===== src/hw/rtl/deque_with_positional_access_assert.svh =====
// Assertion macros shared by the deque block.
// Depends on nothing; the including module supplies clock and reset names.
`ifndef DEQUE_WITH_POSITIONAL_ACCESS_ASSERT_SVH
`define DEQUE_WITH_POSITIONAL_ACCESS_ASSERT_SVH

// Same-cycle implication, disabled during reset.
`define DQPA_ASSERT_NOW(label, clk, rst, ante, cons, msg) \
  label: assert property (@(posedge clk) disable iff (rst) (ante) |-> (cons)) \
    else $error(msg);

// Next-cycle implication, disabled during reset.
`define DQPA_ASSERT_NEXT(label, clk, rst, ante, cons, msg) \
  label: assert property (@(posedge clk) disable iff (rst) (ante) |=> (cons)) \
    else $error(msg);

`endif


===== src/hw/rtl/dqpa_pkg.sv =====
// Shared sizes, codes and structs of the deque block.
// Used by the controller, the entry RAM hookup and the top level.
package dqpa_pkg;

  // DEPTH must be a power of two: ring slots wrap by truncation.
  localparam int DEPTH      = 16;
  localparam int DATA_WIDTH = 32;
  localparam int IDX_W      = $clog2(DEPTH);
  localparam int CNT_W      = 5;
  localparam int CMD_W      = 3;
  localparam int VAL_W      = 32;
  localparam int POS_W      = 5;
  localparam int ST_W       = 2;

  typedef enum logic [CMD_W-1:0] {
    CMD_PUSH_BACK  = 3'd0,
    CMD_PUSH_FRONT = 3'd1,
    CMD_POP_FRONT  = 3'd2,
    CMD_POP_BACK   = 3'd3,
    CMD_REMOVE_AT  = 3'd4,
    CMD_READ_AT    = 3'd5
  } cmd_t;

  typedef enum logic [ST_W-1:0] {
    ST_OK    = 2'd0,
    ST_EMPTY = 2'd1,
    ST_FULL  = 2'd2,
    ST_RANGE = 2'd3
  } status_t;

  // One result word as it leaves the controller.
  typedef struct packed {
    logic [VAL_W-1:0] value;
    status_t          status;
    logic [CNT_W-1:0] count;
  } res_t;

  // Port requests from the controller to the entry RAM.
  typedef struct packed {
    logic                  we;
    logic [IDX_W-1:0]      waddr;
    logic [DATA_WIDTH-1:0] wdata;
    logic                  re;
    logic [IDX_W-1:0]      raddr;
  } ram_req_t;

endpackage


===== src/hw/rtl/dqpa_ram.sv =====
// Generic simple dual-port RAM: one write port, one registered read port.
// No package dependency.
module dqpa_ram #(
  parameter int DW = 32,
  parameter int AW = 4
) (
  input  logic          clk,
  input  logic          we,
  input  logic [AW-1:0] waddr,
  input  logic [DW-1:0] wdata,
  input  logic          re,
  input  logic [AW-1:0] raddr,
  output logic [DW-1:0] rdata
);

  logic [DW-1:0] mem [2**AW];

  // Write port.
  always_ff @(posedge clk) begin
    if (we) begin
      mem[waddr] <= wdata;
    end
  end

  // Registered read port.
  always_ff @(posedge clk) begin
    if (re) begin
      rdata <= mem[raddr];
    end
  end

endmodule


===== src/hw/rtl/dqpa_ctrl.sv =====
// Command sequencer of the deque: front index, count and RAM access control.
// Depends on dqpa_pkg; drives the entry RAM through a ram_req_t struct.
module dqpa_ctrl (
  input  logic                            clk,
  input  logic                            rst,
  input  logic                            in_valid,
  output logic                            in_ready,
  input  logic [dqpa_pkg::CMD_W-1:0]      in_cmd,
  input  logic [dqpa_pkg::VAL_W-1:0]      in_value,
  input  logic [dqpa_pkg::POS_W-1:0]      in_pos,
  input  logic                            out_free,
  output logic                            res_load,
  output dqpa_pkg::res_t                  res,
  output dqpa_pkg::ram_req_t              ram_req,
  input  logic [dqpa_pkg::DATA_WIDTH-1:0] ram_rdata
);
  import dqpa_pkg::*;

  typedef enum logic [3:0] {
    S_IDLE   = 4'b0001,
    S_RDWAIT = 4'b0010,
    S_SHIFT  = 4'b0100,
    S_RESP   = 4'b1000
  } state_t;

  state_t           state, state_next;
  logic [IDX_W-1:0] front, front_next;
  logic [CNT_W-1:0] occ, occ_next;
  cmd_t             cmd, cmd_next;
  logic [POS_W-1:0] pos, pos_next;
  logic [CNT_W-1:0] off, off_next;
  logic [VAL_W-1:0] rval, rval_next;
  status_t          rst_code, rst_code_next;

  cmd_t             cmd_in;
  logic [CNT_W:0]   off_plus2;

  // Ring slot of the entry at a given offset from the front.
  function automatic logic [IDX_W-1:0] slot(input logic [IDX_W-1:0] f,
                                             input logic [CNT_W-1:0] o);
    slot = f + o[IDX_W-1:0];
  endfunction

  assign cmd_in    = cmd_t'(in_cmd);
  assign off_plus2 = {1'b0, off} + (CNT_W+1)'(2);
  assign in_ready  = (state == S_IDLE);

  // Result seen by the output register.
  assign res.value  = rval;
  assign res.status = rst_code;
  assign res.count  = occ;

  // Next-state and RAM request logic.
  always_comb begin
    state_next    = state;
    front_next    = front;
    occ_next      = occ;
    cmd_next      = cmd;
    pos_next      = pos;
    off_next      = off;
    rval_next     = rval;
    rst_code_next = rst_code;
    ram_req       = '0;
    res_load      = 1'b0;

    case (state)
      S_IDLE: begin
        if (in_valid) begin
          cmd_next      = cmd_in;
          pos_next      = in_pos;
          rval_next     = '0;
          rst_code_next = ST_OK;
          state_next    = S_RESP;
          case (cmd_in)
            CMD_PUSH_BACK, CMD_PUSH_FRONT: begin
              if (occ == CNT_W'(DEPTH)) begin
                rst_code_next = ST_FULL;
              end else begin
                ram_req.we    = 1'b1;
                ram_req.wdata = DATA_WIDTH'(in_value);
                occ_next      = occ + CNT_W'(1);
                if (cmd_in == CMD_PUSH_BACK) begin
                  ram_req.waddr = slot(front, occ);
                end else begin
                  ram_req.waddr = front - IDX_W'(1);
                  front_next    = front - IDX_W'(1);
                end
              end
            end
            CMD_POP_FRONT, CMD_POP_BACK: begin
              if (occ == '0) begin
                rst_code_next = ST_EMPTY;
              end else begin
                ram_req.re = 1'b1;
                ram_req.raddr = (cmd_in == CMD_POP_FRONT) ? front
                                                          : slot(front, occ - CNT_W'(1));
                state_next = S_RDWAIT;
              end
            end
            CMD_REMOVE_AT, CMD_READ_AT: begin
              if (occ == '0) begin
                rst_code_next = ST_EMPTY;
              end else if (in_pos == '0 || in_pos > occ) begin
                rst_code_next = ST_RANGE;
              end else begin
                ram_req.re    = 1'b1;
                ram_req.raddr = slot(front, CNT_W'(in_pos) - CNT_W'(1));
                state_next    = S_RDWAIT;
              end
            end
            default: begin
              // Unused codes leave the deque contents alone and report ok.
            end
          endcase
        end
      end

      S_RDWAIT: begin
        // The addressed word is now on the read port.
        rval_next  = VAL_W'(ram_rdata);
        state_next = S_RESP;
        case (cmd)
          CMD_POP_FRONT: begin
            front_next = front + IDX_W'(1);
            occ_next   = occ - CNT_W'(1);
          end
          CMD_POP_BACK: begin
            occ_next = occ - CNT_W'(1);
          end
          CMD_REMOVE_AT: begin
            if (CNT_W'(pos) < occ) begin
              // Later entries move up one slot; fetch the first of them.
              ram_req.re    = 1'b1;
              ram_req.raddr = slot(front, CNT_W'(pos));
              off_next      = CNT_W'(pos) - CNT_W'(1);
              state_next    = S_SHIFT;
            end else begin
              occ_next = occ - CNT_W'(1);
            end
          end
          default: begin
          end
        endcase
      end

      S_SHIFT: begin
        // Write the fetched word one slot forward and fetch the next one.
        ram_req.we    = 1'b1;
        ram_req.waddr = slot(front, off);
        ram_req.wdata = ram_rdata;
        off_next      = off + CNT_W'(1);
        if (off_plus2 < {1'b0, occ}) begin
          ram_req.re    = 1'b1;
          ram_req.raddr = slot(front, off_plus2[CNT_W-1:0]);
        end else begin
          occ_next   = occ - CNT_W'(1);
          state_next = S_RESP;
        end
      end

      S_RESP: begin
        if (out_free) begin
          res_load   = 1'b1;
          state_next = S_IDLE;
        end
      end

      default: begin
        state_next = S_IDLE;
      end
    endcase
  end

  // Control registers.
  always_ff @(posedge clk) begin
    if (rst) begin
      state <= S_IDLE;
      front <= '0;
      occ   <= '0;
    end else begin
      state <= state_next;
      front <= front_next;
      occ   <= occ_next;
    end
  end

  // Per-command payload registers.
  always_ff @(posedge clk) begin
    cmd      <= cmd_next;
    pos      <= pos_next;
    off      <= off_next;
    rval     <= rval_next;
    rst_code <= rst_code_next;
  end

endmodule


===== src/hw/rtl/deque_with_positional_access.sv =====
// Bounded deque of 16 words of 32 bits kept in a ring in one dual-port RAM.
// Each input word is one command and yields exactly one result word. A push
// or any request that fails its checks goes from acceptance straight to the
// response state, from which its result is loaded into the output register.
// A pop or a read passes through a read-wait state first, since the entry RAM
// read port is registered. Removal at position p with n entries held then
// moves the n - p entries behind the gap forward one word per cycle through
// the single RAM write port. A new command is accepted while the previous
// result still waits at the output register, but a finished result that
// finds that register still full holds the block in its response state
// until the consumer takes the waiting word.
`include "deque_with_positional_access_assert.svh"

module deque_with_positional_access (
  input  logic        clk,
  input  logic        rst,
  // Command stream.
  input  logic        s_tvalid,
  output logic        s_tready,
  // s_tdata, lowest bit up: command[2:0], value[34:3], position[39:35].
  input  logic [39:0] s_tdata,
  // Result stream.
  output logic        m_tvalid,
  input  logic        m_tready,
  // m_tdata, lowest bit up: value_res[31:0], status[33:32], count[38:34],
  // zero pad[39].
  output logic [39:0] m_tdata
);
  import dqpa_pkg::*;

  logic                  res_load;
  res_t                  res;
  ram_req_t              ram_req;
  logic [DATA_WIDTH-1:0] ram_rdata;
  logic                  out_free;
  res_t                  out_res;
  logic                  in_take;
  logic                  out_err;

  assign out_free = !m_tvalid || m_tready;

  // Command sequencer.
  dqpa_ctrl u_ctrl (
    .clk       (clk),
    .rst       (rst),
    .in_valid  (s_tvalid),
    .in_ready  (s_tready),
    .in_cmd    (s_tdata[2:0]),
    .in_value  (s_tdata[34:3]),
    .in_pos    (s_tdata[39:35]),
    .out_free  (out_free),
    .res_load  (res_load),
    .res       (res),
    .ram_req   (ram_req),
    .ram_rdata (ram_rdata)
  );

  // Entry store.
  dqpa_ram #(
    .DW (DATA_WIDTH),
    .AW (IDX_W)
  ) u_ram (
    .clk   (clk),
    .we    (ram_req.we),
    .waddr (ram_req.waddr),
    .wdata (ram_req.wdata),
    .re    (ram_req.re),
    .raddr (ram_req.raddr),
    .rdata (ram_rdata)
  );

  // Output register: holds one result word until the consumer takes it.
  always_ff @(posedge clk) begin
    if (rst) begin
      m_tvalid <= 1'b0;
    end else if (res_load) begin
      m_tvalid <= 1'b1;
    end else if (m_tready) begin
      m_tvalid <= 1'b0;
    end
  end

  always_ff @(posedge clk) begin
    if (res_load) begin
      out_res <= res;
    end
  end

  assign m_tdata = {1'b0, out_res.count, out_res.status, out_res.value};

  // Handshake and error terms watched by the checks below.
  assign in_take = s_tvalid && s_tready;
  assign out_err = m_tvalid && out_res.status != ST_OK;

  // A delivered count never exceeds the capacity.
  `DQPA_ASSERT_NOW(a_count_bound, clk, rst, m_tvalid, out_res.count <= CNT_W'(DEPTH), "bad count")
  // A failed request carries a zero word.
  `DQPA_ASSERT_NOW(a_err_zero, clk, rst, out_err, out_res.value == '0, "word not zero on error")
  // A result is only produced while no new command can be taken.
  `DQPA_ASSERT_NOW(a_busy_load, clk, rst, res_load, !s_tready, "result loaded while idle")
  // Every accepted command makes the block busy in the next cycle.
  `DQPA_ASSERT_NEXT(a_accept_busy, clk, rst, in_take, !s_tready, "ready held after accept")

endmodule

===== config.mk =====
export PLATFORM = sky130hd
export DESIGN_NAME = deque_with_positional_access
export DESIGN_NICKNAME = d
export VERILOG_FILES = /design/src/hw/rtl/dqpa_pkg.sv /design/src/hw/rtl/dqpa_ram.sv /design/src/hw/rtl/dqpa_ctrl.sv /design/src/hw/rtl/deque_with_positional_access.sv
export VERILOG_INCLUDE_DIRS = /design/src /design/src/hw/rtl
export SDC_FILE = /design/constraint.sdc
export NUM_CORES = 1
export LEC_CHECK = 0
export BUFFER_PORTS_ARGS = -buffer_cell sky130_fd_sc_hd__buf_2
export CAP_MARGIN = 20
export CORE_MARGIN = 4
export CORE_UTILIZATION = 30
export CTS_BUF_LIST = sky130_fd_sc_hd__clkbuf_8
export DETAILED_ROUTE_END_ITERATION = 8
export GPL_TIMING_DRIVEN = 0
export HOLD_SLACK_MARGIN = 0.1
export PLACE_DENSITY = 0.43
export SYNTH_ARGS = -nofsm -noshare
export SYNTH_HDL_FRONTEND = slang
export SYNTH_SLANG_ARGS = --single-unit

===== constraint.sdc =====
create_clock -name clk -period 5.4 [get_ports clk]
set_input_delay 0.54 -clock clk [delete_from_list [all_inputs] [get_ports clk]]
set_output_delay 0.54 -clock clk [all_outputs]
set_load 0.005 [all_outputs]

Yosys cells after proc, flatten, opt, wreduce, memory -nomap -nowiden
Memories as Yosys holds them, arrays and structs flattened. A register that Yosys moved wholly into a read port is not among the register bits.
Index checks and enable logic that the tools add are counted.

cells by class
  $add $sub $neg = 14
  magnitude comparators = 3
  equality and inequality tests = 24
  mux-type cells = 53
  reductions and logical operators = 20

operators by type and width
  kind                                                                count
  37-bit 2-to-1 mux                                                   2
  37-bit case mux with 2 select lines                                 1
  5-bit 2-to-1 mux                                                    13
  32-bit case mux with 2 select lines                                 1
  4-bit 2-to-1 mux                                                    15
  42-bit 2-to-1 mux                                                   1
  32-bit 2-to-1 mux                                                   1
  5-bit case mux with 2 select lines                                  3
  5-bit case mux with 3 select lines                                  2
  4-bit adder                                                         6
  4-bit case mux with 2 select lines                                  2
  4-bit case mux with 4 select lines                                  1
  2-bit != test, second input constant                                7
  3-bit by 2-bit == test with 1-bit output, second input constant     4
  5-bit by 1-bit adder with 5-bit output, second input constant       2
  5-bit logical NOT                                                   2
  5-bit by 1-bit subtractor with 5-bit output, second input constant  2
  3-bit == test, second input constant                                3
  2-bit OR reduction                                                  4
  4-bit by 1-bit subtractor with 4-bit output, second input constant  2
  1-bit 2-to-1 mux                                                    7
  7-bit AND reduction                                                 1
  5-bit by 2-bit adder with 6-bit output, second input constant       1
  6-bit by 5-bit less-than comparator with 1-bit output               1
  21 further kinds                                                    30

storage, ports and cells
  bits in registers = 100
  memory bits (writable) = 512
  input port bits = 44
  output and inout port bits = 42
  word-level logic and storage cells = 127
  memories = 1

memories
  memory     depth  bits a word  rd ports  clocked after Yosys merged registers in  write ports  RTL line        text
  u_ram.mem  16     32           1         1                                        1            dqpa_ram.sv:16  logic [DW-1:0] mem [2**AW];

Logic depth before layout (Yosys ltp)
Gate-level depths: netlist of run 1.

  depth after elaboration = 9
  depth in mapped cells = 16
  mapped depth without buffers = 12

Hierarchy
A second synthesis of run 1 with hierarchy kept.

second synthesis, totals
  cell total of the unflattened synthesis = 1313
  area total of the unflattened synthesis = 25759.7 sq um

by module, submodules not included
  module                        times used  cells each  area each (sq um)
  dqpa_ram                      1           838         20155.6
  dqpa_ctrl                     1           430         4375.4
  deque_with_positional_access  1           45          1228.7

Worst setup path before layout of run 1
No wires, ideal clock.

  kind = flip-flop to flip-flop
  start point = reg u_ctrl.occ[0]
  end point = mem u_ram.mem[11][0] (enable)
  arrival time = 3860 ps
  required time = 4979 ps
  path slack = 1119 ps
  stages on the path, launching flop included = 10
  path buffers = 1
  clock period less this slack = 4281 ps
  cell sequence = dfxtp_1 inv_1 ha_1 nor3b_1 a2111oi_0 and2_1 clkbuf_1 a21oi_1 or2_2 nor2_1

on the way
  longest elaborated chain between the ends = 7
  elaborated cells on any way between the ends = 9
  those cells by class = 1 x add/sub; 1 x eq/ne; 7 x mux

RTL lines
  item                                                 RTL line          text
  start: declaration                                   dqpa_ctrl.sv:28   logic [CNT_W-1:0] occ, occ_next;
  start signal: assignment                             dqpa_ctrl.sv:183  occ <= occ_next;
  branches (longest 1 deep; another with 4-bit adder)  --
  37-bit 2-to-1 mux (*)                                dqpa_ctrl.sv:76   if (occ == CNT_W'(DEPTH)) begin
  37-bit 2-to-1 mux (*)                                dqpa_ctrl.sv:74   case (cmd_in)
  42-bit 2-to-1 mux (*)                                dqpa_ctrl.sv:68   if (in_valid) begin
  37-bit case mux with 2 select lines (*)              dqpa_ctrl.sv:66   case (state)
  1-bit 2-to-1 mux                                     dqpa_ram.sv:20    if (we) begin
  1-bit 2-to-1 mux (not written as such)               dqpa_ram.sv:21    mem[waddr] <= wdata;
  end: declaration                                     dqpa_ram.sv:16

Mark *: on every way between the ends.

Worst setup path in the final report of run 1
  start point = reg u_ctrl.occ[2]
  end point = reg u_ram.rdata[15], read port of u_ram.mem (data pin)

on the way
  longest elaborated chain between the ends = 7
  elaborated cells on any way between the ends = 17
  those cells by class = 2 x add/sub; 3 x order compare; 10 x mux; 2 x reduce/logical

RTL lines
  item                                                                               RTL line                           text
  5-bit by 1-bit subtractor with 5-bit output or 5-bit > comparator (tied branches)  dqpa_ctrl.sv:96, dqpa_ctrl.sv:103
  4-bit adder or 1-bit logical OR (tied branches)                                    dqpa_ctrl.sv:41, dqpa_ctrl.sv:103
  4-bit 2-to-1 mux or 5-bit 2-to-1 mux (tied branches)                               dqpa_ctrl.sv:95, dqpa_ctrl.sv:103
  5-bit 2-to-1 mux, on equally long branches                                         dqpa_ctrl.sv:91, dqpa_ctrl.sv:101
  5-bit case mux with 2 select lines                                                 dqpa_ctrl.sv:74
  42-bit 2-to-1 mux                                                                  dqpa_ctrl.sv:68
  5-bit case mux with 3 select lines (*)                                             dqpa_ctrl.sv:66
  end: declaration                                                                   dqpa_ram.sv:13                     output logic [DW-1:0] rdata

Mark *: on every way between the ends. The rest lies on a longest branch, timed or not.
A chain may end at the register's enable or synchronous reset.

==> flow_summary.ini, run 1 <==
[floorplan]
core_sq_mm = 0.0889
fp.dieW_um = 308
dieArea_sq_mm = 0.0951
initial_core_util = 0.304
ioPinCount = 86
rows = 109
die_h_um = 308

[pwr]
p_comb_frac = 0.090
vdd_ir_drop_max_mv = 0.191
p_seq_frac = 0.533
p_sw_frac = 0.256
p_sw_mw = 2.74
p_int_mw = 7.96
p_per_area_mw_per_mm2 = 338
p_leak_nw = 11.1
pwr-share-clk = 0.377

[clock_tree]
path_clk_slew_ns = 0.06
clk_latency_ns = 0.75
cts.path.max_buffers = 3
cts-root-buf = clkbuf_8
cts_tree = yes
cts_num_sinks = 644
cts_made_buffers = 107
htree_num_levels = 3

[setup_path]
worstSetupPathType = reg2reg
crit_path_start_kind = flip-flop
cp_max_fo = 10
cp-end-kind = flip-flop
required_ns = 5.99
ff2ff_path_depth = 14
worstPathArrival_ns = 5.81

[global_route]
antenna_found_initial = 5
grt_max_degree = 33
grt_overflow_total = 0
first_global_vias = 17700
grt.total_usage = 0.193
grt_pass1_wl_um = 131000

[logic_synthesis]
synthTopCellsByCount = edfxtp_1 (630), and3_1 (227), a211oi_1 (119)
synth.most_common_cell = edfxtp_1
synth.avg_cell_area_sq_um = 14.9
yosysWarnings = 0
netlist_area_sq_mm = 0.0271
syn_inst = 1816
syn_nets = 1904
synth_area_leaders = edfxtp_1 (70%), and3_1 (5.2%), a2111oi_0 (3.4%)
synth.distinct_cells = 65
ys.flop_type = edfxtp_1
synthArstFlopShare = 0
synth_top_area_share = 0.699
synth_edf_count = 630
synth_top_area_cell = edfxtp_1
ys_seq_area_frac = 0.709
synth-seq-cells = 644

[routing]
vias = 17800
first_pass_iters = 5
vias_per_cell = 5.39
wl_per_cell_um = 28.2
ant_nets = 0
drtIter0Drc = 1768
drc_errors = 0
wirelength_um = 93000

[layout]
drive_above_1_share = 0.150
fin_nets = 2128
final_core_util = 0.356
area_delta_synth_final_pct = 17.0

[timing]
maxSlewViolCount = 0
period_share = 0.967
rsz0062_at_grt = no
setup_violations = 0
clock.fmax_ghz = 0.192
finalHoldViolCount = 0
max-slew-margin-rel = 0.323
holdWs_ns = 0.171
fin_skew_ns = 0.0426
tightest_slew_ns = 1.02
fin_crit_ns = 5.22

[placement]
dpl.hpwl_um = 64200
routabilityCongestion = 0.826
io_buffer_count = 84

[worst_hold_path]
whs_path_depth = 3
min_path_type = in2reg

[run_status]
status = finished clean

[run]
cap_viol_max_count = 0
[per-layer routing]
| metal | track usage | routed length, um |
|---|---|---|
| met5 | 0 | 0 |
| met4 | 0.0628 | 2670 |
| met3 | 0.0572 | 8140 |
| met2 | 0.304 | 42400 |
| met1 | 0.256 | 39700 |
[final cells by class]
class,instances,area [sq um]
clock inverter,90,487
timing repair buffer,117,1030
tap,1165,1460
buffer,152,669
sequential,644,19200
multi-input combinational,989,7230
clock buffer,107,1470
fill,8660,57300
antenna,5,12.5
inverter,29,109
[sequential cells by signal (all words and copies together), names as in the netlist, 3 cells and up]
| register | flops |
|---|---|
| m_tdata | 39 |
| u_ram.mem | 512 |
| u_ctrl.front | 4 |
| u_ram.rdata | 32 |
| u_ctrl.cmd | 3 |
| u_ctrl.rval | 32 |
| u_ctrl.state | 4 |
| u_ctrl.off | 5 |
| u_ctrl.pos | 5 |
| u_ctrl.occ | 5 |
[logic make-up (layout without fill, tap and decap cells)]
family / after synthesis / in the layout / synth area share
DFF: 644 / 644 / 0.709
and+or+nand+nor: 471 / 471 / 0.0992
AOI/OAI and AO/OA: 429 / 429 / 0.125
buffers and inverters: 183 / 495 / 0.0289
adders and majority gates: 44 / 44 / 0.0220
xor gates and xnor gates: 34 / 34 / 0.0110
muxes: 10 / 10 / 0.00384
other: 1 / 6 / 0.000139
[worst max-delay path, stage by stage (launching register included)]
cell	delay [ns]
dfxtp_1	0.40
clkbuf_1	0.31
inv_1	0.22
ha_1	0.34
nand4_1	0.14
or2_2	0.32
a211oi_2	0.67
a211oi_2	0.23
nand2_2	0.42
buf_4	0.27
buf_2	0.31
buf_2	0.39
a211oi_1	0.13
nor4_1	0.67
o22a_1	0.26
[placed cells by master, fill, tap and decap left out, types with 37 or more instances in the layout]
master,n
a2111oi_0,106
a211oi_1,119
and2_1,37
and3_1,227
buf_2,117
clkbuf_1,105
clkbuf_8,107
edfxtp_1,630
ha_1,38
inv_1,66
nand2_1,77
[worst paths after layout]
kind | start | end | slack (ns)
worst max-delay path | u_ctrl.occ[2] | u_ram.rdata[15] | 0.18
worst min-delay path | m_tready | m_tvalid | 0.17
worst max register to register | u_ctrl.occ[2] | u_ram.rdata[15] | 0.18
worst min register to register | u_ctrl.rval[1] | m_tdata[1] | 0.42
[per-stage QoR]
| step | std cells | setup WS (ns) | setup TNS [ns] | cell area, sq um | power (mW) |
|---|---|---|---|---|---|
| floorplan | 1816 | 1.12 | 0 | 27100 | 6.34 |
| global placement | 3065 | -1.87 | -785.24 | 28900 | 6.72 |
| detailed placement | 3089 | -0.209 | -3.26 | 29600 | 6.76 |
| CTS | 3294 | 0.0929 | 0 | 31600 | 10.8 |
| global route | 3296 | 0.0259 | 0 | 31700 | 11.2 |
| finish | 3298 | 0.181 | 0 | 31700 | 10.7 |
[power by group through the flow]
stage	Clock, mW	Combinational [mW]	Sequential (mW)
CTS	4.16	0.963	5.70
finish	4.04	0.960	5.71
detailed placement	0	0.953	5.81
global route	4.39	1.05	5.71
floorplan	0	0.556	5.78
global placement	0	0.905	5.82
[timing repair]
item	CTS	global route
hold buffers	9	0
hold endpoints to repair	12	0
gates resized for setup	1	8
cloned	0	0
setup buffers	0	0
setup endpoints to repair	20	4
No activity file was read; power rests on OpenSTA's default activity.
==> run 2: changes to the inputs <==
PLACE_DENSITY = 0.44   (was 0.43)
==> run 2 against run 1 <==
Sequential share of layout area is essentially flat. Global-route usage is 0.30 points lower. Final cell count increased by 0.15%. Largest power group unchanged. Sequential power hardly changed. Clock-buffer cell count up 8. Total power rose by 0.21%.
==> flow_summary.ini, run 2 (same netlist as run 1, synthesis figures left out) <==
[layout]
drive_above_1_share = 0.149
mostFrequentLayoutCell = edfxtp_1
final_core_util = 0.356
area_delta_synth_final_pct = 17.0
largest_reg_flops = 512
fin_nets = 2130
layout_common_cells = edfxtp_1 (630), and3_1 (227), a211oi_1 (119)
finalNonFillerCells = 3303
regMostFlops = u_ram.mem
final_cell_area_sq_mm = 0.0317

[pwr]
p_comb_frac = 0.090
p_per_area_mw_per_mm2 = 339
p_seq_frac = 0.532
vdd_ir_drop_max_mv = 0.162
pwr-share-clk = 0.379
p_sw_frac = 0.256
p_sw_mw = 2.75
p_leak_nw = 11.1
p_int_mw = 7.98

[placement]
pre_cts_ws_ns = -0.177
dpl.hpwl_um = 63400
placed_cells = 3086
routabilityCongestion = 0.816
place_area_sq_mm = 0.0296
io_buffer_count = 84

[clock_tree]
htree_num_levels = 3
clk_latency_ns = 0.74
cts.path.max_buffers = 3
cts-root-buf = clkbuf_8
cts_num_sinks = 644
cts_setup_buffers = 0
cts_tree = yes
path_clk_slew_ns = 0.06
cts_made_buffers = 110

[timing]
timing.final.ws_setup_ns = 0.292
fin_skew_ns = 0.0483
clock.fmax_ghz = 0.196
finalSetupTns_ns = 0
tightest_slew_ns = 1.20
max-slew-margin-rel = 0.200
setup_violations = 0
rsz0062_at_grt = no
finalHoldViolCount = 0
fin_crit_ns = 5.11
period_share = 0.946
maxSlewViolCount = 0

[setup_path]
worstPathCellList = clkbuf_1 > inv_1 > ha_1 > nand4_1 > or2_2 > a211oi_2 > a211oi_2 > nand2_2 > buf_4 > buf_2 > buf_2 > a211oi_1 > nor4_2 > o22a_1
r2r_slack_ns = 0.29
required_ns = 5.98
cp_max_fo = 10
crit_buf_inv = 5
crit_path_start_kind = flip-flop
crit_family = simple AND/OR/NAND/NOR gates
worstSetupPathType = reg2reg
critPathSlowestCell = nor4_2
critical_path.startpoint = u_ctrl.occ[2]
slowest_delay_ns = 0.69
reg2reg_from = u_ctrl.occ[2]
worstPathArrival_ns = 5.69
cp-end-kind = flip-flop

[routing]
ant_nets = 0
vias = 17700
drtIter0Drc = 1881
wl_per_cell_um = 27.8
wirelength_um = 91700
vias_per_cell = 5.36
first_pass_iters = 5
drc_errors = 0

[global_route]
grt_pass1_wl_um = 130000
grt.total_usage = 0.190
grt_max_degree = 33
antenna_found_initial = 5
first_global_vias = 18000
grt_overflow_total = 0

[run]
cap_viol_max_count = 0

[run_status]
status = finished clean

[floorplan]
die_h_um = 308
rows = 109
initial_core_util = 0.304
dieArea_sq_mm = 0.0951
core_sq_mm = 0.0889
fp.dieW_um = 308
ioPinCount = 86

[worst_hold_path]
min_path_type = in2reg
hp-start = s_tvalid
run 2: changes by cell type in the layout (fill, tap and decap cells not counted), moves of 3 or more:
| cell | delta |
|---|---|
| buf_12 | -6 |
| buf_16 | +3 |
| clkbuf_8 | +8 |
| clkinv_2 | -3 |
| inv_1 | +3 |
run 2: layer usage:
metal | global-route usage | wire (um) | part of all wire
met3 | 0.0396 | 6840 | 0.075
met5 | 0 | 0 | 0
met4 | 0.0490 | 1890 | 0.021
met1 | 0.264 | 41000 | 0.45
met2 | 0.304 | 42000 | 0.46
run 2: worst paths after layout:
| kind | to | depth (start not counted) |
|---|---|---|
| hold / removal | u_ctrl.state[0] | 4 |
| hold reg to reg | m_tdata[4] | 0 |
| setup reg to reg | u_ram.rdata[17] | 14 |
| setup / recovery | u_ram.rdata[17] | 14 |
run 2: repair_timing:
item / CTS / global route
hold buffers: 10 / 0
gates resized for setup: 0 / 3
endpoints found under the setup margin: 20 / 3
hold endpoints to repair: 13 / 0
run 2: cell type report:
class,count,area (sq um)
Fill cell,8586,57200
Sequential cell,644,19200
Multi-Input combinational cell,989,7220
Clock buffer,115,1580
Tap cell,1165,1460
Timing Repair Buffer,115,1000
Buffer,153,672
Clock inverter,88,422
Inverter,29,109
Antenna cell,5,12.5
run 2: through the flow:
stage	hold slack, ns	power, mW
floorplan	0.400	6.34
global placement	0.400	6.72
detailed placement	0.405	6.76
CTS	0.182	10.8
global route	0.243	11.2
finish	0.243	10.7
run 2: power groups by stage:
stage | clock network, mW | logic, mW | registers (mW)
after floorplan | 0 | 0.556 | 5.78
after global placement | 0 | 0.902 | 5.81
after detailed placement | 0 | 0.953 | 5.81
after CTS | 4.16 | 0.961 | 5.70
after global routing | 4.39 | 1.05 | 5.71
final | 4.06 | 0.963 | 5.70
run 2: tightest hold or removal path, stage by stage:
cell      delay (ns)
buf_2           0.13
nor2_1          0.08
nor2_1          0.11
o21bai_1        0.06
